### config.mk
export PLATFORM = sky130hd
export DESIGN_NAME = grs_front_flat
export DESIGN_NICKNAME = d
export VERILOG_FILES = /design/src/sv/gillespie_replica_step_top_defines.svh /design/src/sv/grs_pkg.sv /design/src/sv/grs_intf.sv /design/src/sv/grs_front.sv /design/src/flat_wrapper.sv
export SDC_FILE = /design/constraint.sdc
export NUM_CORES = 1
export LEC_CHECK = 0
export BUFFER_PORTS_ARGS = -buffer_cell sky130_fd_sc_hd__buf_2
export CORE_ASPECT_RATIO = 0.6
export CORE_UTILIZATION = 60
export DETAILED_ROUTE_END_ITERATION = 6
export PLACE_DENSITY_LB_ADDON = 0.25
export REMOVE_ABC_BUFFERS = 1
export SLEW_MARGIN = 20
export SYNTH_ARGS = -nofsm -noshare
export SYNTH_HDL_FRONTEND = slang
export SYNTH_SLANG_ARGS = --single-unit
export TNS_END_PERCENT = 50
### constraint.sdc
create_clock -name clk -period 5.43 [get_ports clk]
set_input_delay 0.2715 -clock clk [delete_from_list [all_inputs] [get_ports clk]]
set_output_delay 0.2715 -clock clk [all_outputs]
set_load 0.1 [all_outputs]
### src/sv/gillespie_replica_step_top_defines.svh
// Assertion macros shared by the replica step block.
`ifndef GILLESPIE_REPLICA_STEP_TOP_DEFINES_SVH
`define GILLESPIE_REPLICA_STEP_TOP_DEFINES_SVH

// Same-cycle implication, checked outside reset.
`define GRS_ASSERT_IMPLIES(lbl, clk, rst_n, pre, post, msg) \
lbl: assert property (@(posedge clk) disable iff (!rst_n) (pre) |-> (post)) else $error(msg);

// Next-cycle implication, checked outside reset.
`define GRS_ASSERT_NEXT(lbl, clk, rst_n, pre, post, msg) \
lbl: assert property (@(posedge clk) disable iff (!rst_n) (pre) |=> (post)) else $error(msg);

`endif

### src/sv/grs_pkg.sv
// Package of types, constants and codes for the replica step block.
`default_nettype none
package grs_pkg;
	localparam int REPLICAS_DEF   = 1024;
	localparam int COUNT_BITS_DEF = 16;
	localparam int REPLICA_W      = 10;
	localparam int RAND_W         = 32;
	localparam int CFG_W          = 24;
	localparam int CFG_IDX_W      = 3;
	localparam int DIV_W          = 64;
	localparam int MUL_AW         = 64;
	localparam int MUL_BW         = 33;
	localparam int MUL_PW         = MUL_AW + MUL_BW;
	localparam int FIFO_DEPTH     = 4;
	localparam int FIFO_AW        = 2;
	localparam int LOG_ITERS      = 24;
	localparam int COUNT_INIT     = 2;
	localparam logic [32:0] ONE_Q24  = 33'd16777216;
	localparam logic [59:0] RATE_MAX = 60'hFFF_FFFF_FFFF_FFFF;
	localparam logic [31:0] LN2_Q32  = 32'd2977044472;

	typedef enum logic [2:0] {
		EVT_C_DIE  = 3'd0,
		EVT_C_BORN = 3'd1,
		EVT_D_DIE  = 3'd2,
		EVT_D_BORN = 3'd3,
		EVT_NONE   = 3'd4
	} evt_t;

	typedef enum logic [CFG_IDX_W-1:0] {
		REG_DEATH_RATE = 3'd0,
		REG_SELECTION  = 3'd1,
		REG_BONUS      = 3'd2,
		REG_BENEFIT    = 3'd3,
		REG_COST       = 3'd4
	} cfg_reg_t;

	typedef struct packed {
		logic [23:0] death_rate;
		logic [15:0] selection_strength;
		logic [7:0]  cooperator_bonus;
		logic [3:0]  benefit;
		logic [3:0]  cost;
	} cfg_t;

	// Queued step: replica, normalized log mantissa and exponent, pick word
	typedef struct packed {
		logic [REPLICA_W-1:0] replica;
		logic [5:0]           k;
		logic [31:0]          y;
		logic [RAND_W-1:0]    rand_pick;
	} job_t;

	typedef struct packed {
		logic clearing;
	} back_stat_t;

	typedef enum logic [4:0] {
		ST_CLEAR, ST_IDLE, ST_DIV_WAIT, ST_MUL_LO, ST_MUL_HI, ST_READ, ST_LOAD,
		ST_X, ST_T1, ST_T2, ST_T3, ST_G, ST_R1, ST_R2, ST_H1, ST_A1, ST_H2,
		ST_A3, ST_ND, ST_A0, ST_A2, ST_SUM, ST_LOG, ST_NL, ST_NLD, ST_TAU,
		ST_W, ST_FIN
	} bstate_t;
endpackage
`default_nettype wire

### src/sv/grs_intf.sv
// Valid/ready channel interfaces for step requests and results.
`default_nettype none
interface grs_in_if import grs_pkg::*; ();
	logic                 valid;
	logic                 ready;
	logic [REPLICA_W-1:0] replica;
	logic [RAND_W-1:0]    rand_time;
	logic [RAND_W-1:0]    rand_pick;
	modport source(output valid, replica, rand_time, rand_pick, input ready);
	modport sink(input valid, replica, rand_time, rand_pick, output ready);
endinterface

`default_nettype wire

### src/sv/grs_front.sv
// Front end: accepts steps, normalizes the time word for the log, queues jobs.
`default_nettype none
module grs_front import grs_pkg::*; (
	input  wire logic  clk,
	input  wire logic  arst_n,
	grs_in_if.sink     in_ch,
	input  back_stat_t stat,
	output logic       job_valid,
	output job_t       job,
	input  wire logic  job_take
);
	job_t               fifo_q [FIFO_DEPTH];
	logic [FIFO_AW-1:0] wr_q;
	logic [FIFO_AW-1:0] rd_q;
	logic [FIFO_AW:0]   cnt_q;
	logic               push;
	logic               pop;
	logic [32:0]        v;
	logic [32:0]        sh;
	logic [5:0]         k;
	logic [31:0]        y;
	job_t               new_job;

	// Position of the leading one of u+1, then left-justify to a Q1.31 mantissa
	always_comb begin
		v = {1'b0, in_ch.rand_time} + 33'd1;
		k = '0;
		for (int i = 0; i < 33; i++) begin
			if (v[i]) k = 6'(i);
		end
		sh = v << (6'd31 - k);
		y  = (k == 6'd32) ? v[32:1] : sh[31:0];
		new_job.replica   = in_ch.replica;
		new_job.k         = k;
		new_job.y         = y;
		new_job.rand_pick = in_ch.rand_pick;
	end

	assign in_ch.ready = (cnt_q != (FIFO_AW+1)'(FIFO_DEPTH)) && !stat.clearing;
	assign push        = in_ch.valid && in_ch.ready;
	assign pop         = job_take && job_valid;
	assign job_valid   = (cnt_q != '0);
	assign job         = fifo_q[rd_q];

	always_ff @(posedge clk or negedge arst_n) begin
		if (!arst_n) begin
			wr_q  <= '0;
			rd_q  <= '0;
			cnt_q <= '0;
		end else begin
			if (push) wr_q <= wr_q + 1'b1;
			if (pop) rd_q <= rd_q + 1'b1;
			unique case ({push, pop})
				2'b10:   cnt_q <= cnt_q + 1'b1;
				2'b01:   cnt_q <= cnt_q - 1'b1;
				default: cnt_q <= cnt_q;
			endcase
		end
	end

	always_ff @(posedge clk) begin
		if (push) fifo_q[wr_q] <= new_job;
	end
endmodule
`default_nettype wire

### src/flat_wrapper.sv
// flat-port wrapper written by rule: the top's interface ports become plain ports
module grs_front_flat import grs_pkg::*;
  (clk, arst_n, stat, job_valid, job, job_take, in_ch_valid, in_ch_replica, in_ch_rand_time, in_ch_rand_pick, in_ch_ready);
  grs_in_if in_ch_i ();
  input  wire logic clk;
  input  wire logic arst_n;
  input  back_stat_t stat;
  output logic job_valid;
  output job_t job;
  input  wire logic job_take;
  input wire logic [$bits(in_ch_i.valid)-1:0] in_ch_valid;
  input wire logic [$bits(in_ch_i.replica)-1:0] in_ch_replica;
  input wire logic [$bits(in_ch_i.rand_time)-1:0] in_ch_rand_time;
  input wire logic [$bits(in_ch_i.rand_pick)-1:0] in_ch_rand_pick;
  output wire logic [$bits(in_ch_i.ready)-1:0] in_ch_ready;
  assign in_ch_i.valid = in_ch_valid;
  assign in_ch_i.replica = in_ch_replica;
  assign in_ch_i.rand_time = in_ch_rand_time;
  assign in_ch_i.rand_pick = in_ch_rand_pick;
  assign in_ch_ready = in_ch_i.ready;
  grs_front u_core (.clk(clk), .arst_n(arst_n), .in_ch(in_ch_i), .stat(stat), .job_valid(job_valid), .job(job), .job_take(job_take));
endmodule
==> results of run 1 <==
## cell families (layout without fill, tap and decap cells)
family	count (synthesis)	count (layout)
DFF	327	327
and+or+nand+nor	261	261
AOI/OAI and AO/OA	172	172
muxes	153	153
buffers and inverters	78	307
xor gates and xnor gates	37	37
adders and majority gates	9	9
## critical path, stage by stage
cell      delay [ps]
buf_2            220
ha_1             480
buf_4            250
a21oi_1           70
or3_4            390
or4_1            510
o21ai_1          150
a21oi_1           70
nand4b_4         180
o21ai_1          260
nand2_2          210
inv_1            510
nand3b_1         270
mux2i_1          310
mux2i_1          180
a32oi_1          370
## cell type report
cell class | count | area [µm²] | share of cell area
clock inverters | 22 | 200 | 0.0109
well taps | 352 | 440 | 0.0241
flip-flops and latches | 327 | 9790 | 0.535
multi-input cells | 632 | 5610 | 0.307
clock buffers | 30 | 708 | 0.0387
inverters | 18 | 67.6 | 0.00369
repair buffers | 237 | 1490 | 0.0812
## flip-flops by register name (all words and copies together) (netlist names)
signal         count
u_core.fifo_q    320
u_core.cnt_q       3
u_core.rd_q        2
u_core.wr_q        2
## what timing repair did
action                                 in CTS  in global routing
hold buffers                               42                  1
endpoints found under the hold margin     171                  3
setup buffers                               0                  0
## worst paths after layout
check,startpoint,slack (ps),end
worst max-delay path,in_ch_rand_time[1],1030,u_core.fifo_q[1][60]
worst min-delay path,job_take,100,u_core.rd_q[0]
max in group asynchronous,arst_n,5120,u_core.rd_q[1]
worst min register to register,u_core.cnt_q[0],490,u_core.cnt_q[0]
min in group asynchronous,arst_n,130,u_core.cnt_q[1]
worst max register to register,u_core.cnt_q[0],2780,u_core.fifo_q[3][40]
## metal layers
layer  GRT usage  wire, µm  vias to the layer above
li1            -         -                     4609
met1       0.468     17800                     5179
met2       0.411     16700                      583
met3      0.0973      4650                       58
met4      0.0516       660                        2
met5           0        13                        -
## power breakdown
group | internal, mW | switching (mW) | total (mW) | leakage (nW)
Combinational | 1.02 | 3.65 | 4.67 | 2.98
Sequential | 3.11 | 0.219 | 3.33 | 2.98
Clock | 1.09 | 0.877 | 1.97 | 0.449
## metrics by stage
stage               total power [mW]  std cells  hold slack (ps)
global placement                7.99       1523              116
global route                    10.3       1618              115
detailed placement              8.03       1523              118
floorplan                       7.27        977            -24.1
finish                          9.97       1618             97.1
CTS                             10.0       1617             6.42
## layout by cell type (no fill, tap or decap), types with 7 or more instances in the layout
cell	instances
edfxtp_1	320
buf_2	160
mux4_2	80
nand2_1	65
mux2i_1	64
dlygate4sd3_1	43
a21oi_1	41
nand3_1	37
nor2_1	36
buf_4	34
o21ai_0	28
clkbuf_16	28
xor2_1	19
nand4_1	18
xnor2_1	18
and2_1	16
inv_1	16
and3_1	13
o21ai_1	10
nor3_1	10
nor4_1	9
o211ai_1	9
o22ai_1	9
a31oi_1	8
clkinv_2	8
and4_1	7
a21boi_0	7
o221ai_1	7
clkinv_1	7
==> flow_metrics.env, run 1 <==
export IMPL_status="completed"
export IMPL_fillCellCount=1653
export IMPL_antenna_violations_before_repair=1
export IMPL_grt_ovfl_total=0
export IMPL_hold_violations=0
export IMPL_num_vias=10400
export IMPL_grt_pass1_vias=9867
export IMPL_initial_utilization=0.617
export IMPL_drc_errors=0
export IMPL_die_height_um=127
export IMPL_timing_hold_worst_class="input pin to flip-flop"
export IMPL_yosysMostFrequentCell="edfxtp_1"
export IMPL_postSynth_topFlopCell="edfxtp_1"
export IMPL_worst_slew_margin_rel=0.335
export IMPL_ant_nets=0
export IMPL_firstDrtPassIters=5
export IMPL_postSynthRegisterBits=327
export IMPL_yosys_mux_area_fraction=0.162
export IMPL_die_width_um=211
export IMPL_synthTopCellsByArea="edfxtp_1 (61%), mux4_2 (11%), mux2i_1 (4.1%)"
export IMPL_drv_cap=0
export IMPL_cts_tree="built"
export IMPL_yosys_area_share_xor_xnor=0.0206
export IMPL_grt_start_max_net_pins=50
export IMPL_post_synth_instance_area_mm2=0.0157
export IMPL_wl_per_cell_um=24.6
export IMPL_final_layout_size_suffix_gt1_frac=0.280
export IMPL_final_min_clock_period_ps=4400
export IMPL_area_growth_synth_to_final_pct=16.4
export IMPL_async_reset_ff_frac=0.0214
export IMPL_yosys_area_share_adder=0.00732
export IMPL_gr_usage_all_layers=0.298
export IMPL_clk_transition_reported_paths_ps=70
export IMPL_reg2regPathDepth=4
export IMPL_die_area_mm2=0.0269
export IMPL_cp_data_arrival_time_ps=4710
export IMPL_timing_final_max_slew_violations=0
export IMPL_final_core_util=0.718
export IMPL_worst_pin_slew_ps=988
export IMPL_postLayoutSetupSlackWorst_ps=1030
export IMPL_synth_edff_count=320
export IMPL_synth_compound_area_share=0.0728
export IMPL_netlist_cell_type_count=85
export IMPL_cts_buffers=28
export IMPL_share_of_the_cycle_needed_by_the_critical_path_after_routing=0.810
export IMPL_netlist_top_cell_by_area="edfxtp_1"
export IMPL_yosys_warnings=0
export IMPL_place_area_mm2=0.0170
export IMPL_cp_required_ps=5740
export IMPL_clock_sinks=327
export IMPL_p_leak_nw=6.41
export IMPL_cts_htree_levels=1
export IMPL_hold_path_cell_count=3
export IMPL_hpwlAfterDp_um=26900
export IMPL_final_net_count=1330
export IMPL_timing_final_setup_violations=0
export IMPL_grt_setup_unrepaired="false"
export IMPL_critical_path_startpoint_type="input pin"
export IMPL_final_setup_skew_ps=24.0
export IMPL_num_antenna_cells=0
export IMPL_synth_top_cell_area_share=0.611
export IMPL_synth_area_in_simple_gates=0.0932
export IMPL_vdd_ir_drop_worst_v=0.000741
export IMPL_totalWireLength_um=39800
export IMPL_drt_vias_per_instance=6.45
export IMPL_seq_area_frac_synth=0.622
export IMPL_routabilityCongestion=1.05
export IMPL_portBuffers=160
export IMPL_postSynthCellCount=1037
export IMPL_timing_setup_critical_path_class="input pin to flip-flop"
export IMPL_drt_iter0_markers=1226
export IMPL_dp_slack_ps=722
export IMPL_powerDensity_mw_per_mm2=545
export IMPL_placement_rows=45
export IMPL_critical_path_peak_fanout=18
export IMPL_clockRootBuffer="clkbuf_16"
export IMPL_wire_length_of_the_first_global_routing_pass_um=59800
export IMPL_setup_tns_ps=0
export IMPL_io_pins=161
export IMPL_netlist_top_cells_count="edfxtp_1 (320), mux4_2 (80), nand2_1 (65)"
export IMPL_worstSetupEndpointType="flip-flop"
export IMPL_number_of_resized_instances_in_the_post_cts_repair_step=0
export IMPL_synth_area_per_cell_um2=15.2
export IMPL_dominant_combinational_cell_family_by_area_after_synthesis="multiplexers"
export IMPL_area_of_the_core_mm2=0.0255
export IMPL_clk_latency_ps=550
export IMPL_finish_instance_area_mm2=0.0183
export IMPL_upper_clock_frequency_limit_mhz=227
export IMPL_max_clock_path_buffers=3
No activity file was read; power rests on OpenSTA's default activity.
==> run 2, diff against run 1 <==
--- a/config.mk
+++ b/config.mk
@@ -7,7 +7,7 @@
 export LEC_CHECK = 0
 export BUFFER_PORTS_ARGS = -buffer_cell sky130_fd_sc_hd__buf_2
 export CORE_ASPECT_RATIO = 0.6
-export CORE_UTILIZATION = 60
+export CORE_UTILIZATION = 54
 export DETAILED_ROUTE_END_ITERATION = 6
 export PLACE_DENSITY_LB_ADDON = 0.25
 export REMOVE_ABC_BUFFERS = 1
==> constraint.sdc (replaced) <==
create_clock -name clk -period 3.9 [get_ports clk]
set_input_delay 0.195 -clock clk [delete_from_list [all_inputs] [get_ports clk]]
set_output_delay 0.195 -clock clk [all_outputs]
set_load 0.1 [all_outputs]
==> run 2 against run 1 <==
- worst hold slack worse by 80 ps
- critical path depth is the same
- flip-flop and latch count stayed put
- non-clock buffer count rose by 174
- clock-buffer cell count is 5 higher
- utilization shrank 1.9 points
- power rose by 39%
- sequential share of layout area is 3.6 points lower
- routed wire length rose by 4.8%
- critical path type unchanged
==> flow_metrics.env, run 2 (synthesis gave the netlist of run 1 again) <==
export IMPL_mostFrequentLayoutCell="edfxtp_1"
export IMPL_multi_input_comb_area_mm2=0.00563
export IMPL_firstDrtPassIters=5
export IMPL_placement_rows=47
export IMPL_status="completed"
export IMPL_totalWireLength_um=41700
export IMPL_final_min_clock_period_ps=3630
export IMPL_critPathBufInv=3
export IMPL_timing_final_setup_violations=0
export IMPL_clk_latency_ps=540
export IMPL_timing_hold_worst_class="input pin to async pin"
export IMPL_final_core_util=0.699
export IMPL_reg2regPathDepth=4
export IMPL_largest_register_ffs=320
export IMPL_ant_nets=0
export IMPL_timing_setup_critical_path_class="input pin to flip-flop"
export IMPL_grt_start_max_net_pins=50
export IMPL_hpwlAfterDp_um=29700
export IMPL_powerDensity_mw_per_mm2=707
export IMPL_grt_setup_unrepaired="false"
export IMPL_cp_data_arrival_time_ps=3950
export IMPL_upper_clock_frequency_limit_mhz=275
export IMPL_initial_utilization=0.560
export IMPL_drv_cap=0
export IMPL_most_used_cell_cp="buf_4"
export IMPL_critical_path_peak_fanout=12
export IMPL_reg_largest_list="u_core.fifo_q: 320 flops, u_core.cnt_q: 3 flops"
export IMPL_slowest_stage_cell_crit_path="o21ai_0"
export IMPL_vdd_ir_drop_worst_v=0.00101
export IMPL_final_net_count=1503
export IMPL_post_cts_buffers=0
export IMPL_hold_violations=0
export IMPL_area_growth_synth_to_final_pct=24.9
export IMPL_regArea_mm2=0.00979
export IMPL_drt_iter0_markers=1149
export IMPL_worst_pin_slew_ps=777
export IMPL_area_of_the_core_mm2=0.0281
export IMPL_critical_path_depth=16
export IMPL_worstPathCellList="buf_2, ha_1, nand3_1, nor2_2, mux2_2, o32a_1, o2111ai_1, a211o_1, nand3_2, buf_4, buf_4, a21oi_1, o221ai_1, o21ai_0, nor3_1, o22ai_1"
export IMPL_num_vias=11000
export IMPL_drc_errors=0
export IMPL_timing_critical_path_max_delay_family="compound AO/OA/AOI/OAI gates"
export IMPL_worstSetupEndpointType="flip-flop"
export IMPL_registers_top_by_ff_count="u_core.fifo_q"
export IMPL_io_pins=161
export IMPL_drt_vias_per_instance=6.09
export IMPL_die_width_um=222
export IMPL_cp_slowest_stage_delay_ps=550
export IMPL_critical_path_startpoint_type="input pin"
export IMPL_antenna_violations_before_repair=0
export IMPL_max_clock_path_buffers=3
export IMPL_finalPower_mw=13.9
export IMPL_num_antenna_cells=0
export IMPL_p_leak_nw=7.23
export IMPL_timing_final_max_slew_violations=0
export IMPL_gr_usage_all_layers=0.281
export IMPL_final_layout_size_suffix_gt1_frac=0.363
export IMPL_clock_sinks=327
export IMPL_grt_ovfl_total=0
export IMPL_cts_tree="built"
export IMPL_worst_slew_margin_rel=0.480
export IMPL_grt_pass1_vias=10700
export IMPL_cp_required_ps=4220
export IMPL_wl_per_cell_um=23.1
export IMPL_routabilityCongestion=1.01
export IMPL_cts_htree_levels=1
export IMPL_die_area_mm2=0.0298
export IMPL_cts_buffers=27
export IMPL_clockRootBuffer="clkbuf_16"
export IMPL_die_height_um=134
export IMPL_fillCellCount=1928
export IMPL_portBuffers=160
export IMPL_final_setup_skew_ps=17.9
export IMPL_layout_common_cells="edfxtp_1 (320), buf_4 (199), buf_2 (160), mux4_2 (80), nand2_1 (65)"
export IMPL_clk_transition_reported_paths_ps=70
export IMPL_wire_length_of_the_first_global_routing_pass_um=63000
export IMPL_share_of_the_cycle_needed_by_the_critical_path_after_routing=0.931
run 2: cell types whose count changed in the layout (fill, tap and decap cells not counted), moves of 2 or more:
cell,previous run,this run
buf_4,34,199
buf_12,0,9
clkbuf_1,2,8
clkinv_2,8,3
bufinv_16,3,1
clkinv_1,7,5
inv_6,0,2
run 2: layout make-up:
type	instances	area share
clock buffers	35	0.0359
multi-input cells	632	0.286
repair buffers	411	0.148
flip-flops and latches	327	0.498
well taps	367	0.0234
clock inverters	12	0.00459
inverters	18	0.00344
run 2: power breakdown:
part	total (mW)	switching [mW]	internal (mW)
combinational	6.78	5.19	1.59
clock	2.51	1.17	1.34
sequential	4.59	0.266	4.33
total	13.9	6.62	7.26
run 2: layer usage:
layer  global-route usage  routed length (µm)
met1                0.447               19400
met2                0.384               17200
met3               0.0832                4630
met4               0.0414                 444
met5               0.0258                 106
run 2: through the flow:
stage / worst slack (ps) / setup TNS (ps) / instances / cell area [µm²] / hold WS, ps
2_1_floorplan: -849 / -317700 / 977 / 15400 / -101
3_3_place_gp: -102 / -3050 / 1712 / 18400 / 37.8
3_5_place_dp: -176 / -4050 / 1712 / 18400 / 37.7
4_1_cts: 364 / 0 / 1802 / 19600 / 1.73
5_1_grt: 31.2 / 0 / 1802 / 19600 / 19.7
6_report: 270 / 0 / 1802 / 19600 / 17.4
run 2: final timing paths:
kind / from / endpoint / slack (ps)
setup / recovery: in_ch_rand_time[0] / u_core.fifo_q[0][59] / 270
hold / removal: arst_n / u_core.cnt_q[2] / 20
setup reg to reg: u_core.cnt_q[0] / u_core.fifo_q[2][48] / 1550
hold reg to reg: u_core.cnt_q[2] / u_core.cnt_q[2] / 500
max in group asynchronous: arst_n / u_core.rd_q[1] / 3690
min in group clk: job_take / u_core.rd_q[0] / 50
run 2: repair_timing:
| item | in CTS | in global routing |
|---|---|---|
| gates resized for setup | 0 | 2 |
| hold buffers | 43 | 0 |
| endpoints found under the setup margin | 0 | 12 |
| hold endpoints to repair | 175 | 0 |
